===== config.mk =====
export PLATFORM = sky130hd
export DESIGN_NAME = c_token_classifier
export DESIGN_NICKNAME = d
export VERILOG_FILES = /design/src/rtl/core/ctc_pkg.sv /design/src/rtl/core/ctc_front.sv /design/src/rtl/core/ctc_queue.sv /design/src/rtl/core/ctc_back.sv /design/src/rtl/core/c_token_classifier.sv
export SDC_FILE = /design/constraint.sdc
export NUM_CORES = 1
export LEC_CHECK = 0
export BUFFER_PORTS_ARGS = -buffer_cell sky130_fd_sc_hd__buf_2
export CORE_MARGIN = 1.5
export CORE_UTILIZATION = 60
export DETAILED_ROUTE_END_ITERATION = 6
export PLACE_DENSITY = 0.77
export SYNTH_ARGS = -nofsm -noshare
export SYNTH_HDL_FRONTEND = slang
export SYNTH_HIERARCHICAL = 1
export SYNTH_SLANG_ARGS = --single-unit
export TNS_END_PERCENT = 50

===== constraint.sdc =====
create_clock -name clock -period 18.55 [get_ports clock]
set_input_delay 0 -clock clock [delete_from_list [all_inputs] [get_ports clock]]
set_output_delay 0 -clock clock [all_outputs]
set_load 0.01 [all_outputs]

===== src/rtl/core/ctc_pkg.sv =====
// ----------------------------------------------------------------------------
// ctc_pkg: shared types and constants for the C token classifier
// Token class codes, keyword table, result and queue entry records.
// ----------------------------------------------------------------------------
package ctc_pkg;

   // limits
   localparam int MAX_WORD_LEN  = 255;
   localparam int IF_DEPTH_BITS = 16;
   localparam int LEN_W         = $clog2(MAX_WORD_LEN + 1);

   // front-to-back queue
   localparam int QUEUE_DEPTH = 4;
   localparam int Q_PTR_W     = $clog2(QUEUE_DEPTH);
   localparam int Q_CNT_W     = $clog2(QUEUE_DEPTH + 1);

   // token classes
   localparam logic [3:0] TC_SEP     = 4'd0;
   localparam logic [3:0] TC_OP      = 4'd1;
   localparam logic [3:0] TC_PAIR    = 4'd2;
   localparam logic [3:0] TC_BADPAIR = 4'd3;
   localparam logic [3:0] TC_KEYWORD = 4'd4;
   localparam logic [3:0] TC_NUMBER  = 4'd5;
   localparam logic [3:0] TC_IDENT   = 4'd6;
   localparam logic [3:0] TC_UNKNOWN = 4'd7;
   localparam logic [3:0] TC_EOL     = 4'd8;

   // number bases, also the index of each number recognizer
   localparam logic [1:0] NB_BIN = 2'd0;
   localparam logic [1:0] NB_OCT = 2'd1;
   localparam logic [1:0] NB_HEX = 2'd2;
   localparam logic [1:0] NB_DEC = 2'd3;
   localparam int NUM_BASES = 4;

   // keywords
   localparam int NUM_KW = 11;
   localparam logic [3:0] KW_IF   = 4'd5;
   localparam logic [3:0] KW_ELSE = 4'd6;

   localparam logic [0:NUM_KW-1][0:5][7:0] KW_TEXT = '{
      '{"v", "o", "i", "d", 8'd0, 8'd0},
      '{"i", "n", "t", 8'd0, 8'd0, 8'd0},
      '{"f", "l", "o", "a", "t", 8'd0},
      '{"c", "h", "a", "r", 8'd0, 8'd0},
      '{"f", "o", "r", 8'd0, 8'd0, 8'd0},
      '{"i", "f", 8'd0, 8'd0, 8'd0, 8'd0},
      '{"e", "l", "s", "e", 8'd0, 8'd0},
      '{"w", "h", "i", "l", "e", 8'd0},
      '{"r", "e", "t", "u", "r", "n"},
      '{"m", "a", "i", "n", 8'd0, 8'd0},
      '{"d", "o", "u", "b", "l", "e"}
   };
   localparam logic [0:NUM_KW-1][2:0] KW_LEN = '{
      3'd4, 3'd3, 3'd5, 3'd4, 3'd3, 3'd2, 3'd4, 3'd5, 3'd6, 3'd4, 3'd6
   };

   // one result item
   typedef struct packed {
      logic [3:0] token_class;
      logic [7:0] first_char;
      logic [7:0] second_char;
      logic [3:0] keyword_index;
      logic [1:0] number_base;
      logic [7:0] word_length;
      logic       else_without_if;
      logic       last_result;
   } result_type;

   // all results caused by one input item (one or two)
   typedef struct packed {
      logic       second;
      result_type r0;
      result_type r1;
   } entry_type;

endpackage


===== src/rtl/core/ctc_front.sv =====
// ----------------------------------------------------------------------------
// ctc_front: lexer front end
// Takes one character per cycle while accept is high, runs the incremental keyword,
// identifier and number recognizers, and builds the one or two results of each item.
// ----------------------------------------------------------------------------
module ctc_front (
   input  logic               clock,
   input  logic               reset,
   input  logic               accept,
   input  logic [7:0]         ch,
   input  logic               end_of_text,
   output ctc_pkg::entry_type entry,
   output logic               entry_valid
);
   import ctc_pkg::*;

   // number recognizer states
   localparam logic [2:0] NS_START  = 3'd0;
   localparam logic [2:0] NS_ZERO   = 3'd1;
   localparam logic [2:0] NS_PREFIX = 3'd2;
   localparam logic [2:0] NS_INT    = 3'd3;
   localparam logic [2:0] NS_FRAC   = 3'd4;
   localparam logic [2:0] NS_DEAD   = 3'd7;

   localparam logic [7:0] CH_NL = 8'd10;

   function automatic logic is_op(input logic [7:0] c);
      return c == "+" || c == "-" || c == "/" || c == "*" || c == "%" ||
             c == "=" || c == ">" || c == "!" || c == "<";
   endfunction

   function automatic logic is_sep(input logic [7:0] c);
      return c == " " || c == "," || c == ";" || c == "(" || c == ")" ||
             c == "[" || c == "]" || c == "{" || c == "}";
   endfunction

   function automatic logic is_digit(input logic [7:0] c);
      return c >= "0" && c <= "9";
   endfunction

   function automatic logic is_alpha(input logic [7:0] c);
      return (c >= "a" && c <= "z") || (c >= "A" && c <= "Z");
   endfunction

   function automatic logic pair_ok(input logic [7:0] a, input logic [7:0] b);
      logic ok;
      if (b == "=") begin
         ok = a == "=" || a == "+" || a == "-" || a == "*" || a == "/" ||
              a == "%" || a == "<" || a == ">" || a == "!";
      end else begin
         ok = (a == "+" && b == "+") || (a == "-" && b == "-");
      end
      return ok;
   endfunction

   // one step of the number recognizer for one base
   function automatic logic [2:0] num_next(input logic [1:0] kind, input logic [2:0] st,
                                           input logic [7:0] c);
      logic       d;
      logic [2:0] nx;
      unique case (kind)
         NB_BIN:  d = c == "0" || c == "1";
         NB_OCT:  d = c >= "0" && c <= "7";
         NB_HEX:  d = is_digit(c) || (c >= "A" && c <= "F");
         default: d = is_digit(c);
      endcase
      nx = NS_DEAD;
      unique case (st)
         NS_START: begin
            if (kind == NB_DEC) nx = d ? NS_INT : (c == "." ? NS_FRAC : NS_DEAD);
            else                nx = (c == "0") ? NS_ZERO : NS_DEAD;
         end
         NS_ZERO: begin
            if (kind == NB_OCT)      nx = d ? NS_INT : (c == "." ? NS_FRAC : NS_DEAD);
            else if (kind == NB_BIN) nx = (c == "b") ? NS_PREFIX : NS_DEAD;
            else if (kind == NB_HEX) nx = (c == "x" || c == "X") ? NS_PREFIX : NS_DEAD;
            else                     nx = NS_DEAD;
         end
         NS_PREFIX, NS_INT: nx = d ? NS_INT : (c == "." ? NS_FRAC : NS_DEAD);
         NS_FRAC:           nx = d ? NS_FRAC : NS_DEAD;
         default:           nx = NS_DEAD;
      endcase
      return nx;
   endfunction

   function automatic result_type char_res(input logic [3:0] cls, input logic [7:0] c);
      result_type r;
      r             = '0;
      r.token_class = cls;
      r.first_char  = c;
      return r;
   endfunction

   // lexer state
   logic                          word_active_ff, word_active_in;
   logic [LEN_W-1:0]              len_ff, len_in;
   logic [NUM_KW-1:0]             kw_alive_ff, kw_alive_in;
   logic                          ident_ff, ident_in;
   logic [NUM_BASES-1:0][2:0]     dfa_ff, dfa_in;
   logic [7:0]                    pend_char_ff, pend_char_in;
   logic                          pend_ff, pend_in;
   logic [IF_DEPTH_BITS-1:0]      depth_ff, depth_in;

   // state after taking the current character into the word
   logic [NUM_KW-1:0]             kw_fed;
   logic                          ident_fed;
   logic [NUM_BASES-1:0][2:0]     dfa_fed;
   logic [LEN_W-1:0]              len_fed;

   // word classifier inputs and outputs
   logic                          c_op, c_sep, c_nl, c_word;
   logic [NUM_KW-1:0]             cl_alive;
   logic                          cl_ident;
   logic [NUM_BASES-1:0][2:0]     cl_dfa;
   logic [LEN_W-1:0]              cl_len;
   logic                          kw_hit, num_hit;
   logic [3:0]                    kw_idx;
   logic [1:0]                    num_idx;
   result_type                    w_res;
   logic                          w_emit;

   // result slots before packing
   logic                          x_valid, y_valid;
   result_type                    x_res, y_res;

   // character kind
   always_comb begin
      c_op   = is_op(ch);
      c_sep  = is_sep(ch);
      c_nl   = ch == CH_NL;
      c_word = !c_op && !c_sep && !c_nl;
   end

   // recognizers advanced by one character
   always_comb begin
      for (int k = 0; k < NUM_KW; k++) begin
         kw_fed[k] = kw_alive_ff[k] && (32'(len_ff) < 32'(KW_LEN[k])) &&
                     (KW_TEXT[k][len_ff[2:0]] == ch);
      end
      if (len_ff == '0) ident_fed = is_alpha(ch) || ch == "_";
      else              ident_fed = ident_ff && (is_alpha(ch) || is_digit(ch) || ch == "_");
      for (int k = 0; k < NUM_BASES; k++) begin
         dfa_fed[k] = num_next(2'(k), dfa_ff[k], ch);
      end
      len_fed = (32'(len_ff) < MAX_WORD_LEN) ? len_ff + 1'b1 : len_ff;
   end

   // word classifier: keyword, then number, then identifier or unknown
   always_comb begin
      cl_alive = c_word ? kw_fed : kw_alive_ff;
      cl_ident = c_word ? ident_fed : ident_ff;
      cl_dfa   = c_word ? dfa_fed : dfa_ff;
      cl_len   = c_word ? len_fed : len_ff;

      kw_hit = 1'b0;
      kw_idx = '0;
      for (int k = NUM_KW - 1; k >= 0; k--) begin
         if (cl_alive[k] && 32'(cl_len) == 32'(KW_LEN[k])) begin
            kw_hit = 1'b1;
            kw_idx = 4'(k);
         end
      end
      num_hit = 1'b0;
      num_idx = '0;
      for (int k = NUM_BASES - 1; k >= 0; k--) begin
         if (cl_dfa[k] == NS_INT || cl_dfa[k] == NS_FRAC) begin
            num_hit = 1'b1;
            num_idx = 2'(k);
         end
      end

      w_res             = '0;
      w_res.word_length = (32'(cl_len) > 32'd255) ? 8'hFF : 8'(cl_len);
      if (kw_hit) begin
         w_res.token_class     = TC_KEYWORD;
         w_res.keyword_index   = kw_idx;
         w_res.else_without_if = (kw_idx == KW_ELSE) && (depth_ff == '0);
      end else if (num_hit) begin
         w_res.token_class = TC_NUMBER;
         w_res.number_base = num_idx;
      end else begin
         w_res.token_class = cl_ident ? TC_IDENT : TC_UNKNOWN;
      end
   end

   // result slots: x comes first, y second; at most one is a word
   always_comb begin
      x_valid = 1'b0;
      y_valid = 1'b0;
      x_res   = '0;
      y_res   = '0;
      w_emit  = 1'b0;
      priority if (c_op) begin
         if (pend_ff) begin
            x_valid             = 1'b1;
            x_res               = char_res(pair_ok(pend_char_ff, ch) ? TC_PAIR : TC_BADPAIR,
                                           pend_char_ff);
            x_res.second_char   = ch;
         end else begin
            x_valid = word_active_ff;
            x_res   = w_res;
            w_emit  = word_active_ff;
            y_valid = end_of_text;
            y_res   = char_res(TC_OP, ch);
         end
      end else if (c_sep || c_nl) begin
         x_valid = pend_ff || word_active_ff;
         x_res   = pend_ff ? char_res(TC_OP, pend_char_ff) : w_res;
         w_emit  = !pend_ff && word_active_ff;
         y_valid = 1'b1;
         y_res   = c_sep ? char_res(TC_SEP, ch) : char_res(TC_EOL, 8'd0);
      end else begin
         x_valid = pend_ff;
         x_res   = char_res(TC_OP, pend_char_ff);
         y_valid = end_of_text;
         y_res   = w_res;
         w_emit  = end_of_text;
      end
   end

   // pack the slots into one queue entry
   always_comb begin
      entry_valid          = x_valid || y_valid;
      entry.second         = x_valid && y_valid;
      entry.r0             = x_valid ? x_res : y_res;
      entry.r0.last_result = !(x_valid && y_valid);
      entry.r1             = y_res;
      entry.r1.last_result = 1'b1;
   end

   // next lexer state
   always_comb begin
      word_active_in = 1'b0;
      len_in         = '0;
      kw_alive_in    = '1;
      ident_in       = 1'b1;
      dfa_in         = '0;
      pend_in        = 1'b0;
      pend_char_in   = pend_char_ff;
      depth_in       = depth_ff;

      if (c_op && pend_ff) begin
         // word is idle while an operator is held
         word_active_in = word_active_ff;
         len_in         = len_ff;
         kw_alive_in    = kw_alive_ff;
         ident_in       = ident_ff;
         dfa_in         = dfa_ff;
      end else if (c_op) begin
         pend_in      = !end_of_text;
         pend_char_in = ch;
      end else if (c_word && !end_of_text) begin
         word_active_in = 1'b1;
         len_in         = len_fed;
         kw_alive_in    = kw_fed;
         ident_in       = ident_fed;
         dfa_in         = dfa_fed;
      end

      // if/else nesting
      if (w_emit && kw_hit) begin
         if (kw_idx == KW_IF && depth_ff != '1)        depth_in = depth_ff + 1'b1;
         else if (kw_idx == KW_ELSE && depth_ff != '0) depth_in = depth_ff - 1'b1;
      end
   end

   always_ff @(posedge clock) begin
      if (reset) begin
         word_active_ff <= 1'b0;
         len_ff         <= '0;
         kw_alive_ff    <= '1;
         ident_ff       <= 1'b1;
         dfa_ff         <= '0;
         pend_ff        <= 1'b0;
         depth_ff       <= '0;
      end else if (accept) begin
         word_active_ff <= word_active_in;
         len_ff         <= len_in;
         kw_alive_ff    <= kw_alive_in;
         ident_ff       <= ident_in;
         dfa_ff         <= dfa_in;
         pend_ff        <= pend_in;
         depth_ff       <= depth_in;
      end
   end

   always_ff @(posedge clock) begin
      if (accept) begin
         pend_char_ff <= pend_char_in;
      end
   end

   // a held operator always closed any open word first
   a_op_word_excl: assert property (@(posedge clock) disable iff (reset)
      !(pend_ff && word_active_ff))
      else $error("held operator and open word at once");

   // an open word has a nonzero length, a closed one is cleared
   a_len_tracks_word: assert property (@(posedge clock) disable iff (reset)
      word_active_ff == (len_ff != '0))
      else $error("word length out of step with word state");

endmodule


===== src/rtl/core/ctc_queue.sv =====
// ----------------------------------------------------------------------------
// ctc_queue: entry queue between front and back
// Small register queue of result entries; lets front and back stall apart.
// ----------------------------------------------------------------------------
module ctc_queue (
   input  logic               clock,
   input  logic               reset,
   input  logic               push,
   input  ctc_pkg::entry_type push_entry,
   input  logic               pop,
   output ctc_pkg::entry_type head,
   output logic               empty,
   output logic               full
);
   import ctc_pkg::*;

   entry_type            slots_ff [QUEUE_DEPTH];
   logic [Q_PTR_W-1:0]   wr_ptr_ff, rd_ptr_ff;
   logic [Q_CNT_W-1:0]   count_ff, count_in;
   logic                 do_push, do_pop;

   always_comb begin
      empty   = count_ff == '0;
      full    = count_ff == Q_CNT_W'(QUEUE_DEPTH);
      do_push = push && !full;
      do_pop  = pop && !empty;
      head    = slots_ff[rd_ptr_ff];
      count_in = count_ff;
      if (do_push && !do_pop)      count_in = count_ff + 1'b1;
      else if (do_pop && !do_push) count_in = count_ff - 1'b1;
   end

   // pointers and fill level
   always_ff @(posedge clock) begin
      if (reset) begin
         wr_ptr_ff <= '0;
         rd_ptr_ff <= '0;
         count_ff  <= '0;
      end else begin
         if (do_push) wr_ptr_ff <= wr_ptr_ff + 1'b1;
         if (do_pop)  rd_ptr_ff <= rd_ptr_ff + 1'b1;
         count_ff <= count_in;
      end
   end

   // entry storage
   always_ff @(posedge clock) begin
      if (do_push) begin
         slots_ff[wr_ptr_ff] <= push_entry;
      end
   end

   a_count_range: assert property (@(posedge clock) disable iff (reset)
      32'(count_ff) <= QUEUE_DEPTH)
      else $error("queue fill level beyond depth");

   a_ptr_gap: assert property (@(posedge clock) disable iff (reset)
      (count_ff == '0 || 32'(count_ff) == QUEUE_DEPTH) |-> wr_ptr_ff == rd_ptr_ff)
      else $error("queue pointers disagree with fill level");

endmodule


===== src/rtl/core/ctc_back.sv =====
// ----------------------------------------------------------------------------
// ctc_back: result sequencer
// Splits each queue entry into its one or two result items and holds the
// current one in an output register until it is taken.
// ----------------------------------------------------------------------------
module ctc_back (
   input  logic                clock,
   input  logic                reset,
   input  ctc_pkg::entry_type  head,
   input  logic                q_empty,
   output logic                deq,
   input  logic                out_pop,
   output logic                out_empty,
   output ctc_pkg::result_type out_res
);
   import ctc_pkg::*;

   logic       valid_ff, valid_in;
   logic       sel_ff, sel_in;
   result_type res_ff;
   logic       load;

   // pull the next item whenever the output register frees up
   always_comb begin
      load     = (!valid_ff || out_pop) && !q_empty;
      deq      = load && (sel_ff || !head.second);
      sel_in   = sel_ff;
      valid_in = valid_ff;
      if (load) begin
         sel_in   = !deq;
         valid_in = 1'b1;
      end else if (out_pop) begin
         valid_in = 1'b0;
      end
   end

   always_ff @(posedge clock) begin
      if (reset) begin
         valid_ff <= 1'b0;
         sel_ff   <= 1'b0;
      end else begin
         valid_ff <= valid_in;
         sel_ff   <= sel_in;
      end
   end

   always_ff @(posedge clock) begin
      if (load) begin
         res_ff <= sel_ff ? head.r1 : head.r0;
      end
   end

   assign out_empty = !valid_ff;
   assign out_res   = res_ff;

   // the second half of an entry is only pending while that entry is queued
   a_sel_needs_head: assert property (@(posedge clock) disable iff (reset)
      sel_ff |-> !q_empty && head.second)
      else $error("second item pending without a two-item entry");

endmodule


===== src/rtl/core/c_token_classifier.sv =====
// ----------------------------------------------------------------------------
// c_token_classifier: streaming C token classifier
// One source character per item in, token results out, up to two per item.
// ----------------------------------------------------------------------------
//  channel   ports                        handshake
//  request   req_ch, req_end_of_text      push / full
//  response  rsp_token_class ... last     empty / pop
//
//  An item is accepted every cycle while the four-entry queue has room; the
//  front end classifies it in that same cycle and queues its results.
//  Results leave one per cycle from the output register while the receiver
//  pops, so items that cause two results drain at half rate; the first result
//  of an item passes a queue slot and then the output register on its way out.
//  Synchronous reset clears the lexer state, the queue and the output stage.
// ----------------------------------------------------------------------------
module c_token_classifier (
   input  logic       clock,
   input  logic       reset,
   input  logic       req_push,
   output logic       req_full,
   input  logic [7:0] req_ch,
   input  logic       req_end_of_text,
   output logic       rsp_empty,
   input  logic       rsp_pop,
   output logic [3:0] rsp_token_class,
   output logic [7:0] rsp_first_char,
   output logic [7:0] rsp_second_char,
   output logic [3:0] rsp_keyword_index,
   output logic [1:0] rsp_number_base,
   output logic [7:0] rsp_word_length,
   output logic       rsp_else_without_if,
   output logic       rsp_last_result
);
   import ctc_pkg::*;

   logic       accept;
   entry_type  fe_entry;
   logic       fe_valid;
   entry_type  q_head;
   logic       q_empty, q_full;
   logic       deq;
   result_type out_res;

   assign req_full = q_full;
   assign accept   = req_push && !q_full;

   ctc_front u_front (
      .clock       (clock),
      .reset       (reset),
      .accept      (accept),
      .ch          (req_ch),
      .end_of_text (req_end_of_text),
      .entry       (fe_entry),
      .entry_valid (fe_valid)
   );

   ctc_queue u_queue (
      .clock      (clock),
      .reset      (reset),
      .push       (accept && fe_valid),
      .push_entry (fe_entry),
      .pop        (deq),
      .head       (q_head),
      .empty      (q_empty),
      .full       (q_full)
   );

   ctc_back u_back (
      .clock     (clock),
      .reset     (reset),
      .head      (q_head),
      .q_empty   (q_empty),
      .deq       (deq),
      .out_pop   (rsp_pop),
      .out_empty (rsp_empty),
      .out_res   (out_res)
   );

   // result fields
   assign rsp_token_class     = out_res.token_class;
   assign rsp_first_char      = out_res.first_char;
   assign rsp_second_char     = out_res.second_char;
   assign rsp_keyword_index   = out_res.keyword_index;
   assign rsp_number_base     = out_res.number_base;
   assign rsp_word_length     = out_res.word_length;
   assign rsp_else_without_if = out_res.else_without_if;
   assign rsp_last_result     = out_res.last_result;

endmodule


Word level (Yosys, flattened, before mapping). Memories as Yosys holds them, arrays and structs flattened. A register that Yosys moved wholly into a read port is not among the register bits. Index checks and enable logic that the tools add are counted.

Input port bits: 13. Latch bits: 0. Bits in registers: 103. Memories: 12. Memory bits (read-only): 704. Bits in writable memories: 288. Logic and storage cells: 395.

Memory list: u_queue.slots_ff (words 4, width 72, rd ports 1, clocked after memory_dff 1, write ports 1, line ctc_queue.sv:17) `entry_type slots_ff [QUEUE_DEPTH];`; (no name shown) (words 8, width 8, rd ports 1, clocked after memory_dff 0, write ports 0, line ctc_front.sv:138) `(KW_TEXT[k][len_ff[2:0]] == ch);`; (no name shown) (words 8, width 8, rd ports 1, clocked after memory_dff 0, write ports 0, line ctc_front.sv:138); (no name shown) (words 8, width 8, rd ports 1, clocked after memory_dff 0, write ports 0, line ctc_front.sv:138); (no name shown) (words 8, width 8, rd ports 1, clocked after memory_dff 0, write ports 0, line ctc_front.sv:138); (no name shown) (words 8, width 8, rd ports 1, clocked after memory_dff 0, write ports 0, line ctc_front.sv:138); +6 memories.

$mul: 0. Shifts and indexed selects: 0. Div/mod/pow operators: 0. Reduce and logical (&&, ||, !) cells: 131. Bitwise operators: 2. $lt $le $gt $ge: 15. Equal/unequal tests: 78. Multiplexer cells: 126. Add/subtract/negate cells: 7.

Operator list (count): two-way mux 36 bit (9); == test 8 x 6 -> 1 bit (second input constant) (26); two-way mux 8 bit (26); == test 8 bit (11); == test 8 x 7 -> 1 bit (second input constant) (8); logical AND 1 bit (59); two-way mux 4 bit (14); two-way mux 1 bit (42); logical OR 1 bit (41); == test 3 x 2 -> 1 bit (second input constant) (12); two-way mux 12 bit (3); two-way mux 11 bit (3); two-way mux 33 bit (1); two-way mux 16 bit (2); == test 3 bit (second input constant) (9); two-way mux 3 bit (9); two-way mux 2 bit (13); == test 8 x 3 -> 1 bit (second input constant) (3); <= comparator 8 x 7 -> 1 bit (second input constant) (3); less-than comparator 8 x 3 -> 1 bit (second input constant) (3); case mux 3 bit (4 select lines) (2); adder 16 x 1 -> 16 bit (second input constant) (1); == test 8 x 2 -> 1 bit (second input constant) (2); greater-or-equal comparator 8 x 7 -> 1 bit (second input constant) (2); 28 further kinds (55).

Logic depth before layout (Yosys ltp). Gate-level depths: netlist of the first run.

Depth after elaboration: 33. Gate-level depth with buffers: 26. Mapped depth without buffers: 24.

Cells and area by module. The synthesis of the first run kept the hierarchy.

By module, submodules not included: ctc_queue (area an instance 11071.9 sq um, times used 1, cells each 429); ctc_front (area an instance 6854.1 sq um, times used 1, cells each 941); ctc_back (area an instance 1690.4 sq um, times used 1, cells each 88); c_token_classifier (area an instance 15.0 sq um, times used 1, cells each 2).

Worst setup path before layout of the first run. No wires, ideal clock.

Kind: register to register. From: register u_front.len_ff[0]. To: register u_front.depth_ff[15]. Buffers on the path: 2. Required time: 18486 ps. Arrival: 5898 ps. Stages on the path, launching flop included: 25. Setup time: 64 ps. Path slack: 12589 ps. Cells stage by stage: dfxtp_1 -> clkbuf_1 -> inv_1 -> ha_1 -> clkbuf_1 -> nand2b_1 -> o221ai_1 -> nand3_1 -> a221oi_1 -> o311ai_1 -> a22oi_1 -> inv_1 -> or2_2 -> or3_1 -> ha_1 -> a211oi_1 -> o21ai_0 -> a21o_1 -> a21oi_1 -> o211ai_1 -> a41oi_1 -> o21ai_0 -> or2_2 -> o22a_1 -> nand4_1.

Word-level cells in the longest chain between the ends: 23. Elaborated cells between the ends (all ways): 123.

RTL lines: from (decl) (line ctc_front.sv:96) `logic [LEN_W-1:0] len_ff, len_in;`; from (signal assigned) (line ctc_front.sv:278) `len_ff <= len_in;`; inverter 3 -> 4 bit (implied by the code) (line ctc_front.sv:138); memory read (8 x 8 bit); two-way mux 8 bit (implied by the code) (2 in a row) (line ctc_front.sv:138); == test 8 bit (line ctc_front.sv:138); logical AND 1 bit (line ctc_front.sv:137) `kw_fed[k] = kw_alive_ff[k] && (32'(len_ff) < 32'(KW_LEN[k])) &&`; two-way mux 11 bit (line ctc_front.sv:150) `cl_alive = c_word ? kw_fed : kw_alive_ff;`; logical AND 1 bit (line ctc_front.sv:158) `if (cl_alive[k] && 32'(cl_len) == 32'(KW_LEN[k])) begin`; two-way mux 4 bit (11 in a row) (line ctc_front.sv:158); == test 4 x 3 -> 1 bit (on tied branches) (line ctc_front.sv:263, ctc_front.sv:262); logical AND 1 bit (on tied branches) (line ctc_front.sv:263, ctc_front.sv:262); nonzero test 2 bit (no source line); AND reduction 3 bit (no source line); to (signal assigned) (line ctc_front.sv:283) `depth_ff <= depth_in;`; to (decl) (line ctc_front.sv:102) `logic [IF_DEPTH_BITS-1:0] depth_ff, depth_in;`.

Several ways; a longest one is shown, not always the timed one. The select of a mux whose other input is x is not followed. A chain may end at the register's enable or synchronous reset.

Worst setup path after layout of the first run. Same ends and word-level chain as after synthesis.

==> results.json, run 1 <==
{
  "antenna_found_initial": 0,
  "drv_slew": 0,
  "synthXorXnorAreaFrac": 0.0178,
  "drc_errors": 0,
  "critPathMaxFanout": 28,
  "yosysWarnings": 6,
  "die_h_um": 184,
  "synth_top_family_by_area": "simple AND/OR/NAND/NOR gates",
  "hold_viol": 0,
  "fin_nets": 1522,
  "cts-buffers-inserted": 40,
  "cts_max_level": 2,
  "first_pass_iters": 6,
  "critPathLaunchType": "flop",
  "stdcell_count": 1952,
  "tightest_slew_ns": 1.23,
  "rsz0062_at_grt": "no",
  "clk_pin_slew_ns": 0.07,
  "via_per_inst": 6.58,
  "crit_path_frequent_cell": "o21ai_0",
  "ios": 51,
  "synth_fa_ha_area_frac": 0.0192,
  "vias": 12838,
  "tritoncts": "yes",
  "worst_setup_path_end_kind": "flop",
  "synth_mux_area_frac": 0.113,
  "outcome": "completed",
  "coreArea_um2": 32400,
  "timing.fmax_ghz": 0.132,
  "post_cts_buffers": 0,
  "ant_nets": 0,
  "root_buffer": "clkbuf_16",
  "maxCapViolations": 0,
  "cts.sinks": 396,
  "start_util": 0.606,
  "wl_per_cell_um": 23.4,
  "relSlewSlack": 0.173,
  "grt_max_degree": 74,
  "num_antenna_cells": 0,
  "synth_cell_types": 107,
  "finClkSkew_ns": 0.0173,
  "grt_use_total": 0.278,
  "post-route-period-util": 0.408,
  "hp-class": "primary input to flop",
  "max_stage_delay_ns": 1.01,
  "synthesis.area_um2": 19600,
  "p_per_area_nw_per_um2": 119,
  "cp_data_arrival_time_ns": 8.04,
  "r2r-start": "u_front/len_ff[0]",
  "path_class": "flop to flop",
  "die_w_um": 184,
  "synth_simple_gate_area_frac": 0.125,
  "crit_start": "u_front/len_ff[0]",
  "critPathSlowestCell": "dfxtp_1",
  "syn_area_per_cell_um2": 13.4,
  "place_congestion": 0.926,
  "netlist_instances": 1460,
  "portBuffers": 50,
  "synthFlopType": "edfxtp_1",
  "crit_required_ns": 19.03,
  "rows": 66,
  "grt_pass1_wl_mm": 72.2,
  "detail_route.iter0.violations": 1696,
  "seq_area_frac_synth": 0.575,
  "grt-ovfl-total": 0,
  "syn_to_final_growth_pct": 8.74,
  "grt_pass1_vias": 12561,
  "setup_viol": 0,
  "hp-start": "req_push",
  "finalSetupTns_ns": 0,
  "synth-seq-cells": 396,
  "die_area_um2": 33800,
  "dp_hpwl_mm": 27.5,
  "insertion_delay_ns": 0.54,
  "layout_min_cycle_time_ns": 7.57,
  "drive_gt1_frac": 0.185,
  "r2r_cells": 23,
  "synth_compound_area_frac": 0.105,
  "postSynth.asyncResetShare": 0,
  "power.leakage_nw": 7.13,
  "ir_drop_mv": 0.0723,
  "crit_chain": "inv_1 > ha_1 > mux2i_1 > xnor2_1 > nand4_1 > nor3_2 > a31o_1 > o311ai_1 > a22oi_1 > inv_1 > or2_2 > or3_1 > ha_1 > o21ai_0 > o21ai_0 > a21o_1 > a21oi_1 > o211ai_1 > a41oi_1 > o21ai_0 > or2_2 > o22a_1 > nand4_1",
  "holdPathStages": 5,
  "cts_resized": 0,
  "dp.cells": 1873,
  "routed_wl_mm": 45.7,
  "synth_edf_count": 336,
  "clockBufferDepth": 3
}
## placed cells by master, fill, tap and decap left out, types with 43 or more instances in the layout
cell | Yosys | final
inv_1 | 43 | 43
o21ai_0 | 47 | 47
nand2_1 | 71 | 71
mux4_2 | 73 | 73
edfxtp_1 | 336 | 336
buf_2 | 19 | 50
a21oi_1 | 64 | 64
nor2_1 | 104 | 103
dfxtp_1 | 60 | 57
## metrics by stage
stage / area (um2) / utilization / hold slack, ns / setup slack, ns / power (W)
after floorplan: 19700 / - / 0.0691 / 12.59 / 0.00160
after global placement: 19900 / 0.615 / 0.339 / 11.40 / 0.00171
after detailed placement: 19900 / 0.615 / 0.345 / 11.15 / 0.00172
after CTS: 21300 / 0.659 / 0.00562 / 11.12 / 0.00256
after global routing: 21300 / 0.659 / 0.0741 / 10.36 / 0.00265
final: 21300 / 0.659 / 0.0285 / 10.98 / 0.00255
## repair_timing
action / CTS / global route
endpoints found under the hold margin: 8 / 0
hold buffers: 7 / 0
endpoints found under the setup margin: 0 / 0
## per-layer routing
metal / part of all wire / routed length, um / GRT usage
met5: 0 / 0 / 0
met4: 0.021 / 940 / 0.0698
met3: 0.065 / 2950 / 0.0380
met2: 0.50 / 22700 / 0.470
met1: 0.42 / 19000 / 0.382
## critical path: cells and delay by family (launching register included)
family / cells / cell delay [ns]
AO/OA/AOI/OAI: 11 / 2.46
AND/OR/NAND/NOR: 6 / 1.77
adder cells (fa/ha/maj): 2 / 1.18
flip-flops: 1 / 1.01
buffers and inverters: 2 / 0.55
XOR/XNOR: 1 / 0.26
multiplexers: 1 / 0.24
## final timing paths
kind	slack [ns]	endpoint
max	10.98	u_front/depth_ff[15]
min	0.03	u_queue/wr_ptr_ff[0]
max reg2reg	10.98	u_front/depth_ff[15]
min reg2reg	0.52	u_front/ident_ff
## area by class of cell
| class | instances | area (um2) |
|---|---|---|
| sequential | 396 | 11300 |
| fill | 2285 | 11000 |
| multi-input combinational | 924 | 7530 |
| clock buffer | 55 | 1100 |
| tap | 442 | 553 |
| timing repair buffer | 72 | 433 |
| clock inverter | 17 | 259 |
| inverter | 46 | 173 |
## logic make-up (layout without fill, tap and decap cells)
group | Yosys count | in the layout
multiplexers | 118 | 118
XOR/XNOR | 40 | 40
buffers and inverters | 150 | 190
AND/OR/NAND/NOR | 433 | 433
flip-flops | 396 | 396
other | 2 | 12
AO/OA/AOI/OAI | 292 | 292
adder cells (fa/ha/maj) | 29 | 29
## state kept, by name, indices dropped and copies added (netlist names), named ones only
| register | flops |
|---|---|
| u_front/depth_ff | 16 |
| u_back/valid_ff | 1 |
| u_front/len_ff | 8 |
| u_queue/slots_ff | 292 |
| u_queue/wr_ptr_ff | 2 |
| u_back/out_res | 36 |
| u_front/ident_ff | 1 |
| u_back/sel_ff | 1 |
| u_front/kw_alive_ff | 11 |
| u_front/word_active_ff | 1 |
| u_front/pend_ff | 1 |
| u_front/dfa_ff | 11 |
| u_front/pend_char_ff | 8 |
| u_queue/rd_ptr_ff | 2 |
| u_queue/count_ff | 3 |
## where the power goes
group / internal (W) / total (W) / leakage [nW] / switching [W]
logic: 0.000264 / 0.000547 / 2.84 / 0.000283
clock network: 0.000500 / 0.000834 / 0.652 / 0.000334
registers: 0.00109 / 0.00117 / 3.64 / 0.0000732
## Yosys cell counts (17+ instances only)
cell / number / area [um2]
and2_1: 18 / 113
nand2b_1: 20 / 125
buf_2: 19 / 95.1
nor2_1: 104 / 390
dfxtp_1: 60 / 1200
buf_4: 21 / 158
nand4_1: 17 / 106
nor3_1: 40 / 200
edfxtp_1: 336 / 10100
mux2_2: 19 / 214
ha_1: 27 / 338
nand2_1: 71 / 267
mux4_2: 73 / 1640
mux2_4: 19 / 285
nand3_1: 29 / 145
xnor2_1: 27 / 236
inv_1: 43 / 161
clkbuf_1: 40 / 150
o21ai_0: 47 / 235
a21oi_1: 64 / 320
No activity file was read; power rests on OpenSTA's default activity.
==> run 2: changes to the inputs <==
==> constraint.sdc (replaced) <==
create_clock -name clock -period 7.2 [get_ports clock]
set_input_delay 0 -clock clock [delete_from_list [all_inputs] [get_ports clock]]
set_output_delay 0 -clock clock [all_outputs]
set_load 0.01 [all_outputs]
==> run 2 against run 1 <==
Compared with the run above:
- first-iteration DRC count down 23%
- critical path depth down 1
- worst setup slack got worse by 10 ns
- die area did not move
- routed wire length down 2.2%
- worst hold slack improved by 0.011 ns
- largest power group unchanged
- sequential power rose to 2.5 times the previous value
- total power rose to 2.5 times the previous value
- global-route usage fell by 0.66 points
- fmax rose by 17%
- highest routed layer unchanged
==> results.json, run 2 (same netlist as run 1, synthesis figures left out) <==
{
  "outcome": "completed",
  "critPathMaxFanout": 14,
  "place_congestion": 0.916,
  "worst-path-buf-inv": 1,
  "die_w_um": 184,
  "portBuffers": 50,
  "root_buffer": "clkbuf_16",
  "antenna_found_initial": 0,
  "die_h_um": 184,
  "max_stage_delay_ns": 0.57,
  "insertion_delay_ns": 0.53,
  "grt_pass1_wl_mm": 71.0,
  "layout_min_cycle_time_ns": 6.44,
  "via_per_inst": 6.54,
  "hold_viol": 0,
  "dp.cells": 1889,
  "worst_setup_path_end_kind": "flop",
  "detail_route.iter0.violations": 1303,
  "num_antenna_cells": 0,
  "cp.depth": 22,
  "wl_per_cell_um": 22.7,
  "fin_nets": 1539,
  "dp_hpwl_mm": 28.4,
  "ant_nets": 0,
  "crit_required_ns": 7.67,
  "grt_use_total": 0.271,
  "syn_to_final_growth_pct": 9.21,
  "path_class": "flop to flop",
  "hp-class": "primary input to flop",
  "r2r_cells": 22,
  "relSlewSlack": 0.202,
  "crit_chain": "ha_2 > nand3_1 > a2111oi_2 > o221ai_1 > or3b_1 > o22ai_4 > o311ai_1 > a22oi_1 > inv_1 > or2_2 > or3_4 > ha_1 > a211oi_1 > o21ai_0 > a21o_1 > a21oi_1 > o211ai_1 > a41oi_1 > o21ai_0 > or2_2 > o22a_1 > nand4_1",
  "power_w": 0.00644,
  "maxCapViolations": 0,
  "final_common_cell": "edfxtp_1",
  "fin_area_um2": 21400,
  "cts.sinks": 396,
  "routed_wl_mm": 44.6,
  "clockBufferDepth": 3,
  "drive_gt1_frac": 0.196,
  "setup_viol": 0,
  "final_cell_mix": "edfxtp_1, nor2_1, mux4_2",
  "stdcell_count": 1970,
  "timing.fmax_ghz": 0.155,
  "coreArea_um2": 32400,
  "grt_pass1_vias": 12608,
  "drv_slew": 0,
  "crit_family": "compound AO/OA/AOI/OAI gates",
  "largest_reg_flops": 292,
  "grt-ovfl-total": 0,
  "ios": 51,
  "start_util": 0.606,
  "rows": 66,
  "rsz0062_at_grt": "no",
  "vias": 12893,
  "power.leakage_nw": 7.18,
  "grtUsageMet3": 0.0456,
  "ir_drop_mv": 0.176,
  "rrSetupSlack_ns": 0.76,
  "first_pass_iters": 6,
  "post-route-period-util": 0.895,
  "drc_errors": 0,
  "top_register": "u_queue/slots_ff",
  "tritoncts": "yes",
  "cp_data_arrival_time_ns": 6.92,
  "clk_pin_slew_ns": 0.06,
  "finClkSkew_ns": 0.0190,
  "use_met1": 0.373,
  "cts_max_level": 2,
  "dpl_cell_area_um2": 20000,
  "grt_most_used_layer": "met2",
  "grt_max_degree": 74,
  "gr-usage-met2": 0.453,
  "p_per_area_nw_per_um2": 301,
  "critPathLaunchType": "flop",
  "finalSetupTns_ns": 0,
  "holdPathStages": 5,
  "tightest_slew_ns": 1.19,
  "die_area_um2": 33800,
  "cts-buffers-inserted": 41,
  "post_cts_buffers": 0,
  "critPathSlowestCell": "or3b_1"
}
## run 2: changes by cell type in the layout (fill, tap and decap cells not counted), sizes merged
cell,previous run,this run
clkinvlp,2,4
clkinv,10,13
clkbuf,55,56
buf,65,81
bufinv,6,2
## run 2: power breakdown
| group | leakage, nW | total (W) | internal [W] | switching, W |
|---|---|---|---|---|
| registers | 3.64 | 0.00297 | 0.00281 | 0.000156 |
| clock network | 0.630 | 0.00204 | 0.00120 | 0.000841 |
| logic | 2.91 | 0.00144 | 0.000687 | 0.000748 |
## run 2: tightest hold or removal path: stages
cell and delay [ns]:
buf_2 0.11, and3b_1 0.17, inv_1 0.08, or3_1 0.11, a21oi_1 0.05
## run 2: timing repair
| action | in CTS | in global routing |
|---|---|---|
| resized for setup | 0 | 3 |
| endpoints found under the setup margin | 0 | 1 |
| hold buffers | 7 | 0 |
| endpoints found under the hold margin | 12 | 0 |
## run 2: per-stage QoR
step / util / hold WS [ns] / worst slack [ns]
finish: 0.662 / 0.0390 / 0.756
CTS: 0.662 / 0.0183 / 0.548
detailed placement: 0.619 / 0.349 / 0.585
global route: 0.662 / 0.0425 / 0.179
floorplan: - / 0.0691 / 1.24
global placement: 0.619 / 0.339 / 0.717
## run 2: cell type report
type,count,area (um2)
Tap cell,442,553
Clock buffer,56,1150
Multi-Input combinational cell,924,7550
Fill cell,2309,10900
Inverter,46,173
Clock inverter,18,161
Sequential cell,396,11300
Timing Repair Buffer,88,553
## run 2: metal layers
layer / share of wire / up-vias / wire length (um)
li1: - / 5789 / -
met1: 0.42 / 6482 / 18600
met2: 0.49 / 546 / 22000
met3: 0.071 / 76 / 3190
met4: 0.020 / 0 / 885
met5: 0 / - / 0
## run 2: final timing paths
kind	from	endpoint
max	u_front/len_ff[1]	u_front/depth_ff[15]
min	req_push	u_queue/wr_ptr_ff[0]
max reg2reg	u_front/len_ff[1]	u_front/depth_ff[15]
min reg2reg	u_front/dfa_ff[5]	u_front/dfa_ff[5]
==> run 3: changes to the inputs <==
--- a/config.mk
+++ b/config.mk
@@ -5,6 +5,7 @@
 export SDC_FILE = /design/constraint.sdc
 export NUM_CORES = 1
 export LEC_CHECK = 0
+export ABC_AREA = 1
 export BUFFER_PORTS_ARGS = -buffer_cell sky130_fd_sc_hd__buf_2
 export CORE_MARGIN = 1.5
 export CORE_UTILIZATION = 60
==> run 3 against run 2 <==
Compared with the run above:
- the run now ends with design-rule violations left
- routed wire length is 4.6% higher
- synthesized cell count is 32% higher
- non-clock buffer count is 10 lower
- via count is 10% higher
- area after synthesis is 3.2% lower
- sequential cell count stayed put
- sequential power hardly changed
- combinational power is 8% higher
- final cell count is 21% higher
- critical endpoint is now u_front/depth_ff[12]
- count of clock-buffer cells in the layout is 6 lower
==> results.json, run 3 <==
{
  "root_buffer": "clkbuf_16",
  "drc_errors": 9,
  "num_antenna_cells": 0,
  "power_switching_w": 0.00208,
  "first_pass_iters": 7,
  "synthFlopType": "edfxtp_1",
  "p_per_area_nw_per_um2": 317,
  "synth_top_area_frac": 0.531,
  "clk_pin_slew_ns": 0.06,
  "clockBufferDepth": 3,
  "grt_pass1_vias": 13965,
  "internal-power_w": 0.00447,
  "tritoncts": "yes",
  "dp_slack_ns": 1.54,
  "crit_path_frequent_cell": "nand2_1",
  "rsz0062_at_grt": "no",
  "tightest_slew_ns": 1.25,
  "yosys.area.top_type": "edfxtp_1",
  "portBuffers": 50,
  "worst-path-buf-inv": 5,
  "detail_route.iter0.violations": 1470,
  "multi_input_area_um2": 6580,
  "relSlewSlack": 0.162,
  "ant_nets": 0,
  "max_stage_delay_ns": 0.55,
  "setup_viol": 0,
  "start_util": 0.615,
  "die_area_um2": 32800,
  "die_w_um": 181,
  "place_congestion": 0.925,
  "final_cell_mix": "nand2_1, edfxtp_1, nor2_1",
  "timing.fmax_ghz": 0.172,
  "final_common_cell": "nand2_1",
  "final-seq-area_um2": 11300,
  "power_frac_seq": 0.458,
  "grt-ovfl-total": 0,
  "synth_edf_count": 336,
  "wl_per_cell_um": 19.5,
  "dp_hpwl_mm": 29.4,
  "crit_family": "simple AND/OR/NAND/NOR gates",
  "violations": "design-rule violations",
  "vias": 14237,
  "syn_area_per_cell_um2": 9.84,
  "critPathSlowestCell": "nand2_2",
  "grt_max_degree": 82,
  "setup_slack_ns": 1.38,
  "top_register": "u_queue/slots_ff",
  "filler_cell_count": 2341,
  "antenna_found_initial": 0,
  "synthesis.area_um2": 19000,
  "via_per_inst": 5.96,
  "largest_reg_flops": 292,
  "worst_setup_path_end_kind": "flop",
  "layout_min_cycle_time_ns": 5.82,
  "synth-seq-cells": 396,
  "finClkSkew_ns": 0.0282,
  "synthTopCellsByArea": "edfxtp_1, nand2_1, dfxtp_1, nor2_1, o21ai_0",
  "pwr-share-clk": 0.305,
  "cts_max_level": 2,
  "cts-buffers-inserted": 40,
  "power.leakage_nw": 8.03,
  "ir_drop_mv": 0.210,
  "die_h_um": 181,
  "rows": 64,
  "holdWs_ns": 0.0348,
  "yosysWarnings": 6,
  "hold_viol": 0,
  "syn_to_final_growth_pct": 8.74,
  "synthMostInstantiatedCell": "nand2_1",
  "outcome": "complete, but fails checks",
  "seq_area_frac_synth": 0.594,
  "cts_resized": 0,
  "cts.sinks": 396,
  "synth_common_cells": "nand2_1, edfxtp_1, nor2_1, o21ai_0, inv_1",
  "drv_slew": 0,
  "switching_share": 0.318,
  "coreArea_um2": 30900,
  "insertion_delay_ns": 0.54,
  "maxCapViolations": 0,
  "critPathLaunchType": "primary input",
  "power_w": 0.00656,
  "cp_data_arrival_time_ns": 6.28,
  "crit_required_ns": 7.66,
  "final_util": 0.669,
  "ios": 51,
  "fin_nets": 2005,
  "comb_power_share": 0.237,
  "hp-class": "primary input to flop",
  "synth_cell_types": 55,
  "finalSetupTns_ns": 0,
  "post-route-period-util": 0.808,
  "drive_gt1_frac": 0.109,
  "grt_pass1_wl_mm": 74.1,
  "critPathMaxFanout": 30,
  "rrSetupSlack_ns": 1.54,
  "grt_use_total": 0.289,
  "path_class": "primary input to flop",
  "netlist_instances": 1931,
  "postSynth.asyncResetShare": 0,
  "routed_wl_mm": 46.7
}
==> run 3: cell types whose count changed after synthesis, sizes merged, moves of 39 or more <==
cell / previous run / this run
o22ai: 17 / 83
nand2: 71 / 389
inv: 43 / 140
nand3: 29 / 68
o21ai: 51 / 207
nor2: 106 / 325
mux4: 73 / 0
==> run 3: power by group through the flow <==
stage                     clock [W]  sequential (W)  combinational [W]
final                       0.00200         0.00300            0.00156
after global routing        0.00213         0.00303            0.00174
after CTS                   0.00203         0.00300            0.00155
after detailed placement          0         0.00305            0.00154
after global placement            0         0.00304            0.00149
after floorplan                   0         0.00306            0.00112
==> run 3: cell families after synthesis <==
kind of cell    count (synthesis)  share of synthesized area
compound gates                397                      0.117
xor+xnor                       36                     0.0166
fa+ha+maj                      29                     0.0199
buf+inv                       240                     0.0633
flops                         396                      0.594
other cells                     2                   0.000395
simple gates                  831                      0.189
==> run 3: worst paths after layout <==
| check | start | to | depth (start not counted) |
|---|---|---|---|
| worst max register to register | u_front/len_ff[0] | u_front/depth_ff[12] | 30 |
| worst min-delay path | reset | u_queue/count_ff[0] | 2 |
| worst max-delay path | req_ch[1] | u_front/depth_ff[12] | 33 |
| worst min register to register | u_front/len_ff[5] | u_front/len_ff[5] | 2 |
==> run 3: routing by layer <==
metal,share of wire,global-route usage,vias to the layer above
met1,0.42,0.394,6790
met5,0,0,-
met4,0.030,0.104,0
li1,-,-,6708
met3,0.080,0.0353,96
met2,0.47,0.480,643
==> run 3: area by class of cell <==
class | instances | area share
inverter | 142 | 0.0260
multi-input combinational | 1305 | 0.318
clock buffer | 50 | 0.0533
clock inverter | 22 | 0.00823
timing repair buffer | 78 | 0.0236
tap | 396 | 0.0240
sequential | 396 | 0.546
==> run 3: timing repair <==
action / CTS / global route
buffers inserted: 0 / 0
hold endpoints to repair: 15 / 0
hold buffers: 11 / 0
==> run 3: through the flow <==
step / std cells / instance area (um2)
2_1_floorplan: 1941 / 19000
3_3_place_gp: 2306 / 19300
3_5_place_dp: 2306 / 19300
4_1_cts: 2389 / 20700
5_1_grt: 2389 / 20700
6_report: 2389 / 20700
==> run 3: worst reg2reg max path, delay by kind of cell, from the launching register on <==
| family | cells | cell delay, ns |
|---|---|---|
| AOI/OAI and AO/OA | 9 | 1.80 |
| xor gates and xnor gates | 1 | 0.16 |
| adders and majority gates | 2 | 0.77 |
| buffers and inverters | 1 | 0.20 |
| DFF | 1 | 0.57 |
| and+or+nand+nor | 17 | 2.09 |
